==> src/design/pcst_pkg.sv <==
`default_nettype none
// ----------------------------------------------------------------------------
// pcst_pkg
// shared types and constants for the per-id call statistics table
// ----------------------------------------------------------------------------
package pcst_pkg;

  localparam logic [1:0] ST_OK       = 2'd0;
  localparam logic [1:0] ST_NOT_DONE = 2'd1;
  localparam logic [1:0] ST_OVERFLOW = 2'd2;
  localparam logic [1:0] ST_FULL     = 2'd3;

  localparam logic [29:0] NS_PER_SEC = 30'd1000000000;

  // classified event handed from front to back
  typedef struct packed {
    logic [15:0] call_id;
    logic        done;
    logic        err;
    logic [63:0] ns;
  } evt_t;

endpackage
`default_nettype wire

==> src/design/pcst_front.sv <==
`default_nettype none
// ----------------------------------------------------------------------------
// pcst_front
// computes elapsed time over two stages and pushes events into a queue
// ----------------------------------------------------------------------------
module pcst_front (
  input  wire                 clk,
  input  wire                 rst,
  input  wire                 in_valid,
  output logic                in_ready,
  input  wire [15:0]          call_id,
  input  wire                 completed,
  input  wire [11:0]          error_code,
  input  wire [31:0]          entry_seconds,
  input  wire [29:0]          entry_nanos,
  input  wire [31:0]          exit_seconds,
  input  wire [29:0]          exit_nanos,
  output logic                q_valid,
  input  wire                 q_ready,
  output pcst_pkg::evt_t      q_data
);
  // stage 1 registers
  logic               s1_valid;
  logic [15:0]        s1_id;
  logic               s1_done;
  logic               s1_err;
  logic signed [32:0] s1_ds;
  logic signed [30:0] s1_dn;
  // stage 2 product
  logic               s2_valid;
  logic [15:0]        s2_id;
  logic               s2_done;
  logic               s2_err;
  logic signed [63:0] s2_prod;
  logic signed [30:0] s2_dn;
  logic signed [63:0] span;

  // two-entry queue
  pcst_pkg::evt_t     qmem [2];
  logic               wptr;
  logic               rptr;
  logic [1:0]         count;
  logic               push;
  logic               pop;
  logic [1:0]         inflight;

  assign inflight = {1'b0, s1_valid} + {1'b0, s2_valid};
  // admit only when the queue has room for everything in flight
  assign in_ready = (count + inflight) < 2'd2 && !(s1_valid && s2_valid);
  assign span     = s2_prod + 64'(s2_dn);
  assign push     = s2_valid;
  assign pop      = q_valid && q_ready;
  assign q_valid  = count != 2'd0;
  assign q_data   = qmem[rptr];

  always_ff @(posedge clk) begin
    if (rst) begin
      s1_valid <= 1'b0;
      s2_valid <= 1'b0;
      wptr     <= 1'b0;
      rptr     <= 1'b0;
      count    <= 2'd0;
    end else begin
      s1_valid <= in_valid && in_ready;
      s2_valid <= s1_valid;
      if (push) begin
        wptr <= ~wptr;
      end
      if (pop) begin
        rptr <= ~rptr;
      end
      count <= count + {1'b0, push} - {1'b0, pop};
    end
    s1_id   <= call_id;
    s1_done <= completed;
    s1_err  <= error_code != 12'd0;
    s1_ds   <= $signed({1'b0, exit_seconds}) - $signed({1'b0, entry_seconds});
    s1_dn   <= $signed({1'b0, exit_nanos}) - $signed({1'b0, entry_nanos});
    s2_id   <= s1_id;
    s2_done <= s1_done;
    s2_err  <= s1_err;
    s2_dn   <= s1_dn;
    s2_prod <= 64'(s1_ds * $signed({1'b0, pcst_pkg::NS_PER_SEC}));
    if (push) begin
      qmem[wptr].call_id <= s2_id;
      qmem[wptr].done    <= s2_done;
      qmem[wptr].err     <= s2_err;
      qmem[wptr].ns      <= span[63] ? 64'd0 : span;
    end
  end

  a_count_range: assert property (@(posedge clk) disable iff (rst) count <= 2'd2)
    else $error("queue count out of range");
  a_no_overflow: assert property (@(posedge clk) disable iff (rst)
    !(push && count == 2'd2 && !pop))
    else $error("queue overflow");
  a_no_underflow: assert property (@(posedge clk) disable iff (rst)
    !(pop && count == 2'd0))
    else $error("queue underflow");
endmodule
`default_nettype wire

==> config.mk <==
export PLATFORM = sky130hd
export DESIGN_NAME = pcst_front
export DESIGN_NICKNAME = d
export VERILOG_FILES = /design/src/design/pcst_pkg.sv /design/src/design/pcst_front.sv
export SDC_FILE = /design/constraint.sdc
export NUM_CORES = 1
export LEC_CHECK = 0
export ABC_AREA = 1
export BUFFER_PORTS_ARGS = -buffer_cell sky130_fd_sc_hd__buf_2
export CORE_MARGIN = 5
export CORE_UTILIZATION = 40
export DETAILED_ROUTE_END_ITERATION = 7
export GPL_TIMING_DRIVEN = 0
export PLACE_DENSITY = 0.69
export SETUP_SLACK_MARGIN = 0.3
export SLEW_MARGIN = 25
export SYNTH_ARGS = -nofsm -noshare
export SYNTH_HDL_FRONTEND = slang
export SYNTH_SLANG_ARGS = --single-unit
==> constraint.sdc <==
create_clock -name clk -period 6.38 [get_ports clk]
set_input_delay 0.638 -clock clk [delete_from_list [all_inputs] [get_ports clk]]
set_output_delay 0.638 -clock clk [all_outputs]
set_load 0.1 [all_outputs]
==> results.cfg <==
[drt]
first_iter_violations = 1361
drtPass1Iterations = 7
wl_per_cell_um = 16.7
vias = 25637
vias_per_cell = 4.83
ant_nets = 0
wirelength_um = 88600
drcViolationCount = 0

[synthesis]
syn-cell-area_sq_um = 33700
yosys_warnings = 0
synth.largest_area_cell = fa_1
syn_nets = 4765
yosysMostFrequentCell = inv_1
synth_seq_area_share_pct = 25.9
ys_types = 45
async_flop_share_pct = 0
ys_seq_elements = 355
synth_common_cells = inv_1 (881), nand2_1 (761), ha_1 (359)
postSynthCellCount = 3913
avgSynthCellArea_sq_um = 8.62
synthTopCellsByArea = fa_1 (20%), edfxtp_1 (14%), ha_1 (13%)
synth_edf_count = 162
yosysTopAreaCellShare_pct = 20.0
yosys_most_used_dff = dfxtp_1

[final_layout]
insertedDiodeCount = 0
fin_nets = 5053
fillerInstances = 8219
drive_gt1_share_pct = 12.9
final_area_sq_um = 37800
seqCellArea_sq_um = 8750
area.growth.synth_to_final_pct = 12.2
multi_input_area_sq_um = 21600

[worst_hold_path]
hp-class = in2reg
hold_end = s1_id[2]
whs_path_depth = 1
hp-start = call_id[2]

[clock_tree]
clk_latency_ns = 0.58
clockRootBuffer = clkbuf_16
cts_max_level = 2
cts.clk_slew.worst_paths_ns = 0.06
cts_made_buffers = 39
cts_tree = yes
cts_buffer_depth = 3
cts_sinks = 355

[critical_path]
critPathLaunchType = register
worst_ep_arrival_time_ns = 6.33
crit_top_cell = fa_1
cp_top_family = adder cells
crit_fanout = 5
r2r_slack_ns = 0.51
crit_slowest_cell = fa_1
crit_chain = ha_1 > fa_1 > inv_1 > fa_1 > inv_1 > fa_1 > fa_1 > fa_1 > inv_1 > fa_1 > inv_1 > ha_1 > a21oi_1 > a21boi_0 > o21ai_0 > o21ai_1 > nand3_1 > nand2_1 > nand2_1
critPathKind = reg2reg
max_stage_delay_ns = 0.60
timing.rr.start = s1_ds[22]
crit_buf_inv = 4
ff2ff_path_depth = 19
rr_endpoint = s2_prod[59]
critPathRequiredTime_ns = 6.84
cp-end-kind = register

[global_route]
grt_pass1_vias = 26193
grt_first_pass_wirelength_um = 139000
grtUsageTotal_pct = 19.5
antenna_found_initial = 0
overflow = 0
grt_max_degree = 44

[flow_run]
cap_viol_max_count = 0

[floorplanning]
fp.dieW_um = 300
die_area_sq_um = 90200
ios = 241
placementRows = 106
die-height_um = 300
coreArea_sq_um = 83600
initial_utilization_pct = 40.3

[timing]
maxSlewViolCount = 0
finClkSkew_ns = 0.0224
fmax_mhz = 170
period_minus_slack_ns = 5.87
rsz0062_at_grt = true
setup_viol = 0
period_share_pct = 92.0
worstMarginPinSlew_ns = 0.687
hold_viol_final = 0
slew_headroom_pct = 53.7

[placement]
place_area_sq_um = 36400
dpl.hpwl_um = 77800
place_congestion = 1.01
numPortBuffers = 239

[status]
status = complete, no violations
cells by family (layout without fill, tap and decap cells):
| group | after synthesis | after routing | synth area share, % |
|---|---|---|---|
| AOI/OAI and AO/OA | 388 | 388 | 6.23 |
| xor gates and xnor gates | 134 | 134 | 3.48 |
| muxes | 81 | 81 | 2.71 |
| other | 1 | 1 | 0.0111 |
| buffers and inverters | 908 | 1227 | 10.4 |
| and+or+nand+nor | 1351 | 1351 | 18.0 |
| DFF | 355 | 355 | 25.9 |
| adders and majority gates | 695 | 695 | 33.3 |
area by class of cell:
type	count	area share (%)
inverter	892	8.89
multi-input combinational	2650	57.0
clock inverter	18	0.480
buffer	16	0.427
timing repair buffer	247	3.55
sequential	355	23.1
tap	1080	3.57
clock buffer	54	2.92
layer usage:
metal  global-route usage, %  part of all wire [%]  routed length [um]  vias to the layer above
met1                    24.4                    42               37400                    11995
met2                    33.8                    48               42400                      659
met5                       0                     0                   0                        -
li1                        -                     -                   -                    12797
met3                    2.71                   4.9                4320                      186
met4                    8.40                   5.0                4470                        0
state kept, by name, indices dropped and copies added, names as in the netlist, 2 cells and up, named ones only:
signal   count
s2_prod     55
s2_dn       31
qmem       162
s2_id       16
s1_ds       33
count        2
s1_id       16
s1_dn       31
layout by cell type (no fill, tap or decap), types with 13 or more instances in the layout:
| cell type | instances |
|---|---|
| dfxtp_2 | 13 |
| nor2_1 | 271 |
| nand3_1 | 120 |
| xnor2_1 | 52 |
| xor2_1 | 75 |
| buf_2 | 239 |
| or2_2 | 14 |
| ha_1 | 354 |
| o21ai_0 | 100 |
| a21oi_1 | 214 |
| dfxtp_1 | 178 |
| nand3b_1 | 17 |
| o21bai_1 | 25 |
| nand2_1 | 761 |
| nor3_1 | 31 |
| nor2_4 | 68 |
| nand4_1 | 26 |
| inv_1 | 879 |
| clkbuf_1 | 17 |
| fa_1 | 336 |
| clkbuf_16 | 39 |
| edfxtp_1 | 162 |
| mux2_2 | 81 |
per-stage QoR:
step | setup TNS (ns) | utilization [%] | worst slack, ns | hold WS (ns) | std cells
after floorplan | 0 | - | 0.580 | 0.310 | 3913
after global placement | -2.69 | 43.4 | -0.428 | 0.311 | 5232
after detailed placement | -3.24 | 43.5 | -0.505 | 0.312 | 5236
after CTS | 0 | 45.1 | 0.355 | 0.131 | 5311
after global routing | 0 | 45.3 | 0.270 | 0.138 | 5312
final | 0 | 45.3 | 0.511 | 0.169 | 5312
timing repair:
item,4_1_cts,5_1_grt
buffers inserted,3,1
pin swaps,0,1
endpoints found under the setup margin,14,22
gates resized for setup,3,35
hold buffers,0,0
worst max path at each step:
stage | startpoint | end | slack, ns | cells past startpoint
2_1_floorplan | s1_ds[32] | s2_prod[55] | 0.58 | 18
3_3_place_gp | s1_ds[32] | s2_prod[55] | -0.43 | 18
3_5_place_dp | s1_ds[32] | s2_prod[55] | -0.50 | 18
4_1_cts | s1_ds[31] | s2_prod[59] | 0.36 | 21
5_1_grt | s1_ds[5] | s2_prod[51] | 0.27 | 23
6_report | s1_ds[22] | s2_prod[59] | 0.51 | 19
worst reg2reg max path: stages (launching register included):
cell and delay, ns:
dfxtp_2 0.37, ha_1 0.40, fa_1 0.51, inv_1 0.06
fa_1 0.52, inv_1 0.06, fa_1 0.60, fa_1 0.45
fa_1 0.50, inv_1 0.05, fa_1 0.47, inv_1 0.04
ha_1 0.38, a21oi_1 0.23, a21boi_0 0.30, o21ai_0 0.25
o21ai_1 0.33, nand3_1 0.11, nand2_1 0.07, nand2_1 0.04
Power is left out: the tool's default activity adds up to more than one toggle a clock period on the data nets, which glitch-free logic cannot reach.
